<file path="src/design/ptbq_pkg.sv">
package ptbq_pkg;
  localparam int NUM_VARS    = 1024;
  localparam int NUM_CLASSES = 64;
  localparam int NUM_OBJECTS = 64;
  localparam int VAR_W  = $clog2(NUM_VARS);
  localparam int CLS_W  = 6;
  localparam int OBJ_W  = 6;
  localparam int ROW_W  = 64;
  localparam int IDX_W  = 6;
  localparam int QDEPTH = 2;

  // The last code is unused as an input action; the engine reuses it internally
  // for the mirrored half of an alias pair load.
  typedef enum logic [3:0] {
    ACT_MAP       = 4'd0,
    ACT_LOAD_PTS  = 4'd1,
    ACT_LOAD_AL   = 4'd2,
    ACT_IS_ALIAS  = 4'd3,
    ACT_IS_PTS    = 4'd4,
    ACT_LIST_PTS  = 4'd5,
    ACT_LIST_PBY  = 4'd6,
    ACT_LIST_AL   = 4'd7,
    ACT_OR_PT     = 4'd8,
    ACT_AND_PT    = 4'd9,
    ACT_AL_MIRROR = 4'd15
  } action_t;

  typedef struct packed {
    logic [3:0]       action;
    logic [9:0]       var_a;
    logic [9:0]       var_b;
    logic [CLS_W-1:0] class_a;
    logic [CLS_W-1:0] class_b;
    logic [OBJ_W-1:0] object_id;
    logic             is_representative;
    logic             last_point;
  } in_item_t;

  typedef struct packed {
    logic       entry_valid;
    logic       answer;
    logic [9:0] list_item;
    logic       last_result;
  } out_item_t;
endpackage

</file>
<file path="src/design/ptbq_queue.sv">
module ptbq_queue (
  input  logic                clk,
  input  logic                rst_n,
  input  logic                wr_valid,
  output logic                wr_ready,
  input  ptbq_pkg::in_item_t  wr_data,
  output logic                rd_valid,
  input  logic                rd_ready,
  output ptbq_pkg::in_item_t  rd_data
);
  import ptbq_pkg::*;

  in_item_t mem_r [QDEPTH];
  logic wp_r, rp_r;
  logic [1:0] cnt_r;

  assign wr_ready = (cnt_r != 2'(QDEPTH));
  assign rd_valid = (cnt_r != 2'd0);
  assign rd_data  = mem_r[rp_r];

  always_ff @(posedge clk) begin
    if (wr_valid && wr_ready) begin
      mem_r[wp_r] <= wr_data;
    end
    if (!rst_n) begin
      wp_r  <= 1'b0;
      rp_r  <= 1'b0;
      cnt_r <= 2'd0;
    end else begin
      if (wr_valid && wr_ready) wp_r <= ~wp_r;
      if (rd_valid && rd_ready) rp_r <= ~rp_r;
      cnt_r <= cnt_r + 2'(wr_valid && wr_ready) - 2'(rd_valid && rd_ready);
    end
  end

  assert property (@(posedge clk) disable iff (!rst_n) cnt_r <= 2'(QDEPTH))
    else $error("queue count overflow");
  assert property (@(posedge clk) disable iff (!rst_n)
    (cnt_r == 2'd0) |-> !(rd_valid))
    else $error("read valid while empty");
  assert property (@(posedge clk) disable iff (!rst_n)
    (wr_valid && wr_ready && !(rd_valid && rd_ready)) |=> cnt_r == $past(cnt_r) + 2'd1)
    else $error("queue count mismatch");
endmodule

</file>
<file path="config.mk">
export PLATFORM = sky130hd
export DESIGN_NAME = ptbq_queue
export DESIGN_NICKNAME = d
export VERILOG_FILES = /design/src/design/ptbq_pkg.sv /design/src/design/ptbq_queue.sv
export SDC_FILE = /design/constraint.sdc
export NUM_CORES = 1
export LEC_CHECK = 0
export ABC_AREA = 1
export BUFFER_PORTS_ARGS = -buffer_cell sky130_fd_sc_hd__buf_2
export CAP_MARGIN = 20
export CORE_ASPECT_RATIO = 1.25
export CORE_MARGIN = 2
export CORE_UTILIZATION = 59
export CTS_BUF_LIST = sky130_fd_sc_hd__clkbuf_4 sky130_fd_sc_hd__clkbuf_8
export DETAILED_ROUTE_END_ITERATION = 7
export GPL_TIMING_DRIVEN = 0
export PLACE_DENSITY = 0.94
export SYNTH_ARGS = -nofsm -noshare
export SYNTH_HDL_FRONTEND = slang
export SYNTH_SLANG_ARGS = --single-unit
</file>
<file path="constraint.sdc">
create_clock -name clk -period 6.4 [get_ports clk]
set_input_delay 0.64 -clock clk [delete_from_list [all_inputs] [get_ports clk]]
set_output_delay 0.64 -clock clk [all_outputs]
set_load 0.01 [all_outputs]
</file>
**Word-level counts from Yosys, hierarchy flattened**

Memories as Yosys holds them, arrays and structs flattened. A register that Yosys moved wholly into a read port is not among the register bits.
Cells that the tools add are included.

- Memory bits (writable): 88
- Logic and storage cells: 16
- Output and inout bits: 46
- Register bits: 4
- Memories kept: 1

- Eq/ne operators: 1
- Multiplexer cells: 4
- Reduce and logical (&&, ||, !) cells: 3
- $add $sub $neg: 2
- Bitwise gates (word level): 2

Memory list:

| memory | depth | width | rd ports | clocked after Yosys merged registers in | write ports | RTL line | text |
|---|---|---|---|---|---|---|---|
| mem_r | 2 | 44 | 1 | 1 | 1 | ptbq_queue.sv:13 | `in_item_t mem_r [QDEPTH];` |

Operators with widths:

| cell | count |
|---|---|
| 2-to-1 mux 1 bit | 4 |
| adder 2 x 1 -> 2 bit | 1 |
| logical AND 1 bit | 2 |
| inequality test 2 bit (second input constant) | 1 |
| NOT 1 bit | 2 |
| nonzero test 2 bit | 1 |
| subtractor 2 x 1 -> 2 bit | 1 |

**Longest topological paths before layout**

- Depth in word-level cells: 4
- Gate-level depth with buffers: 11

**Worst setup path before layout**

Ideal clock, no wire load.

- Path type: input to register
- Start point: input port wr_valid
- End point: memory mem_r[0][0] (netlist bit) (enable)
- Path slack: 3.392 ns
- Stages: 2
- Arrival: 2.563 ns
- Setup time: 0.445 ns
- Buffers on the path: 0
- Path through: nand2_1 -> nor2_1

- Cells in the longest elaborated chain, start to end: 3

RTL lines:

| what | RTL line | text |
|---|---|---|
| from (decl) | ptbq_queue.sv:4 | `input logic wr_valid,` |
| logical AND 1 bit | ptbq_queue.sv:22 | `if (wr_valid && wr_ready) begin` |
| 2-to-1 mux 1 bit | ptbq_queue.sv:22 |  |
| 2-to-1 mux 1 bit (not written as such) | ptbq_queue.sv:23 | `mem_r[wp_r] <= wr_data;` |
| to (decl) | ptbq_queue.sv:13 |  |

No other way between the ends.

==> impl_metrics.py <==
metrics = {
    "clock_tree": {
        "cts-buffers-inserted": 9,
        "cts-root-buf": "clkbuf_8",
        "ctsHoldBuffers": 0,
        "clockBufferDepth": 2,
        "cts_tree": "built",
        "clock_sinks": 93,
        "h-tree-depth": 3,
        "cts_resized": 0,
        "clk_latency_ns": 0.34,
        "cts_setup_buffers": 0,
        "path_clk_slew_ns": 0.08,
    },
    "routing": {
        "first_pass_iters": 4,
        "wire_per_inst_um": 16.29,
        "vias": 1821,
        "final_antenna_net_count": 0,
        "vias_per_cell": 5.017,
        "drt_iter0_drc": 68,
        "drc": 0,
        "drt-total-wl_um": 5912,
    },
    "critical_path": {
        "r2r_start": "cnt_r[0]",
        "crit_slowest_cell": "dfxtp_1",
        "reg2reg_slack_ns": 4.60,
        "path_class": "flip-flop to primary output",
        "start_kind": "flip-flop",
        "cp-end-kind": "primary output",
        "crit_chain": "buf_6, buf_12, mux2_4, buf_2",
        "cp.required_ns": 5.76,
        "cp_slowest_stage_delay_ns": 0.33,
        "crit_fanout": 10,
        "cpLargestDelayFamily": "buffers and inverters",
        "timing.rr.end": "mem_r[0][20]",
        "cp.arrival_ns": 1.47,
        "ff2ff_path_depth": 5,
        "path_buf_inv": 3,
    },
    "global_route": {
        "grt_first_pass_wirelength_um": 8894,
        "grt_overflow_total": 0,
        "grt_start_max_net_pins": 24,
        "antenna_found_initial": 0,
        "grtUsageTotal": 0.1821,
        "grt_pass1_vias": 1907,
    },
    "yosys": {
        "synthTopCellsByArea": "edfxtp_1 (73%), mux2_4 (17%), dfxtp_1 (2.8%)",
        "synth.avg_cell_area_sq_um": 20.92,
        "synth_top_cell_area_share": 0.7300,
        "ys_ff_latch": 93,
        "syn_nets": 223,
        "synth_edf_count": 88,
        "synth_ff_type": "edfxtp_1",
        "synth-seq-area-share": 0.7577,
        "yosys.cell_count.top_type": "edfxtp_1",
        "synth_top_area_cell": "edfxtp_1",
        "synthesis.area_sq_um": 3620,
        "synth_common_cells": "edfxtp_1 (88), mux2_4 (40), nand2_1 (9)",
        "yosysUniqueCellTypes": 12,
        "syn-instance-count": 173,
        "ys_warn_count": 0,
        "synthArstFlopShare": 0,
    },
    "sta": {
        "hold_viol_final": 0,
        "grt_setup_unrepaired": "false",
        "tns_ns": 0,
        "clock_skew_ns": 0.007380,
        "tightest_slew_ns": 0.7221,
        "max_slew_margin": 0.5175,
        "setup_violations": 0,
        "fin_crit_sh": 0.3291,
        "report.final.slew_viol_count": 0,
        "fmax_ghz": 0.4748,
        "period_needed_ns": 2.106,
    },
    "run_status": {
        "outcome": "completed",
    },
    "final_layout": {
        "final_nets": 329,
        "diodes": 0,
        "final_cells": 363,
        "nFillCells": 353,
        "area_growth_pct": 22.02,
        "fin_util": 0.7541,
        "drive_gt1_frac": 0.5587,
    },
    "place": {
        "hpwl_um": 4081,
        "port_buffers": 93,
        "place_inst": 350,
        "routabilityCongestion": 0.6728,
    },
    "power_and_ir_drop": {
        "peakVddDrop_mv": 0.3087,
        "powerDensity_nw_per_um2": 371.0,
        "leakage_nw": 1.779,
    },
    "floorplan": {
        "die_x_um": 74.06,
        "dieArea_sq_um": 6781,
        "ios": 94,
        "rows": 31,
        "start_util": 0.6180,
        "die_height_um": 91.57,
        "core_area_sq_um": 5857,
    },
    "worst_hold_path": {
        "hp-class": "input pin to flip-flop",
        "whs_endpoint": "mem_r[1][10]",
        "hp-start": "wr_data[10]",
        "hold_depth": 1,
    },
    "job": {
        "maxCapViolations": 0,
    },
}
-- worst reg2reg max path, delay by kind of cell, from the launching register on --
family | cells | cell delay [ns]
and+or+nand+nor | 3 | 0.83
DFF | 1 | 0.36
buffers and inverters | 2 | 0.31
-- flip-flops by register name (all words and copies together) (netlist names), named ones only --
signal,count
rp_r,1
wp_r,1
mem_r,88
cnt_r,2
-- cell usage in the layout (no fill, tap or decap) --
cell type  count
inv_2          1
clkinv_2       1
buf_6          1
clkbuf_8       9
bufinv_16      1
mux2_4        40
mux2_2         4
ha_1           2
buf_2         93
inv_1          6
nor2_4         1
buf_12         4
a21oi_1        2
nand2_1        9
buf_16         2
nor2_1         7
nand3_1        3
dfxtp_1        5
edfxtp_1      88
clkinv_1       2
-- power breakdown --
group	internal (mW)	total [mW]	switching, mW
clock network	0.171	0.347	0.176
registers	0.770	0.798	0.0285
logic	0.259	0.493	0.234
total	1.20	1.64	0.439
-- per-stage QoR --
stage / hold slack (ns) / cell area (sq um) / setup slack [ns] / power [mW]
after floorplan: 0.4675 / 3620 / 3.392 / 1.141
final: 0.4791 / 4417 / 4.294 / 1.639
after global routing: 0.4695 / 4417 / 4.243 / 1.711
after CTS: 0.4647 / 4417 / 4.272 / 1.654
after detailed placement: 0.5265 / 4250 / 4.368 / 1.310
after global placement: 0.4827 / 4188 / 2.395 / 1.275
-- final cells by class --
class                   count  area, sq um  share of cell area
inverters                   7        26.28            0.005949
clock buffers               9        123.9             0.02805
plain buffers               5        91.34             0.02068
clock inverters             4        42.54            0.009632
well taps                  82        102.6             0.02323
repair buffers             95        520.5              0.1178
flip-flops and latches     93         2743              0.6210
multi-input cells          68        767.0              0.1737
-- cell families after synthesis --
group / after synthesis / synth area share
buf+inv: 12 / 0.03249
simple gates: 20 / 0.02178
fa+ha+maj: 2 / 0.006912
flops: 93 / 0.7577
compound gates: 2 / 0.002765
mux: 44 / 0.1784
-- worst max-delay path by stage --
stage / start / to / slack (ns) / cells past startpoint
2_1_floorplan: wr_valid / mem_r[0][0] / 3.39 / 2
3_3_place_gp: wr_valid / mem_r[0][21] / 2.39 / 3
3_5_place_dp: wr_valid / mem_r[0][18] / 4.37 / 4
4_1_cts: flip-flop / rd_data[14] / 4.27 / 4
5_1_grt: flip-flop / rd_data[12] / 4.24 / 4
6_report: flip-flop / rd_data[34] / 4.29 / 4
-- metal layers --
| layer | up-vias | wire length, um | GRT usage |
|---|---|---|---|
| met5 | - | 0 | 0 |
| met4 | 0 | 125 | 0.09091 |
| met3 | 10 | 254 | 0.03330 |
| met2 | 60 | 3344 | 0.3341 |
| met1 | 883 | 2188 | 0.1908 |
| li1 | 868 | - | - |
Power figures use the tool's default switching activity.
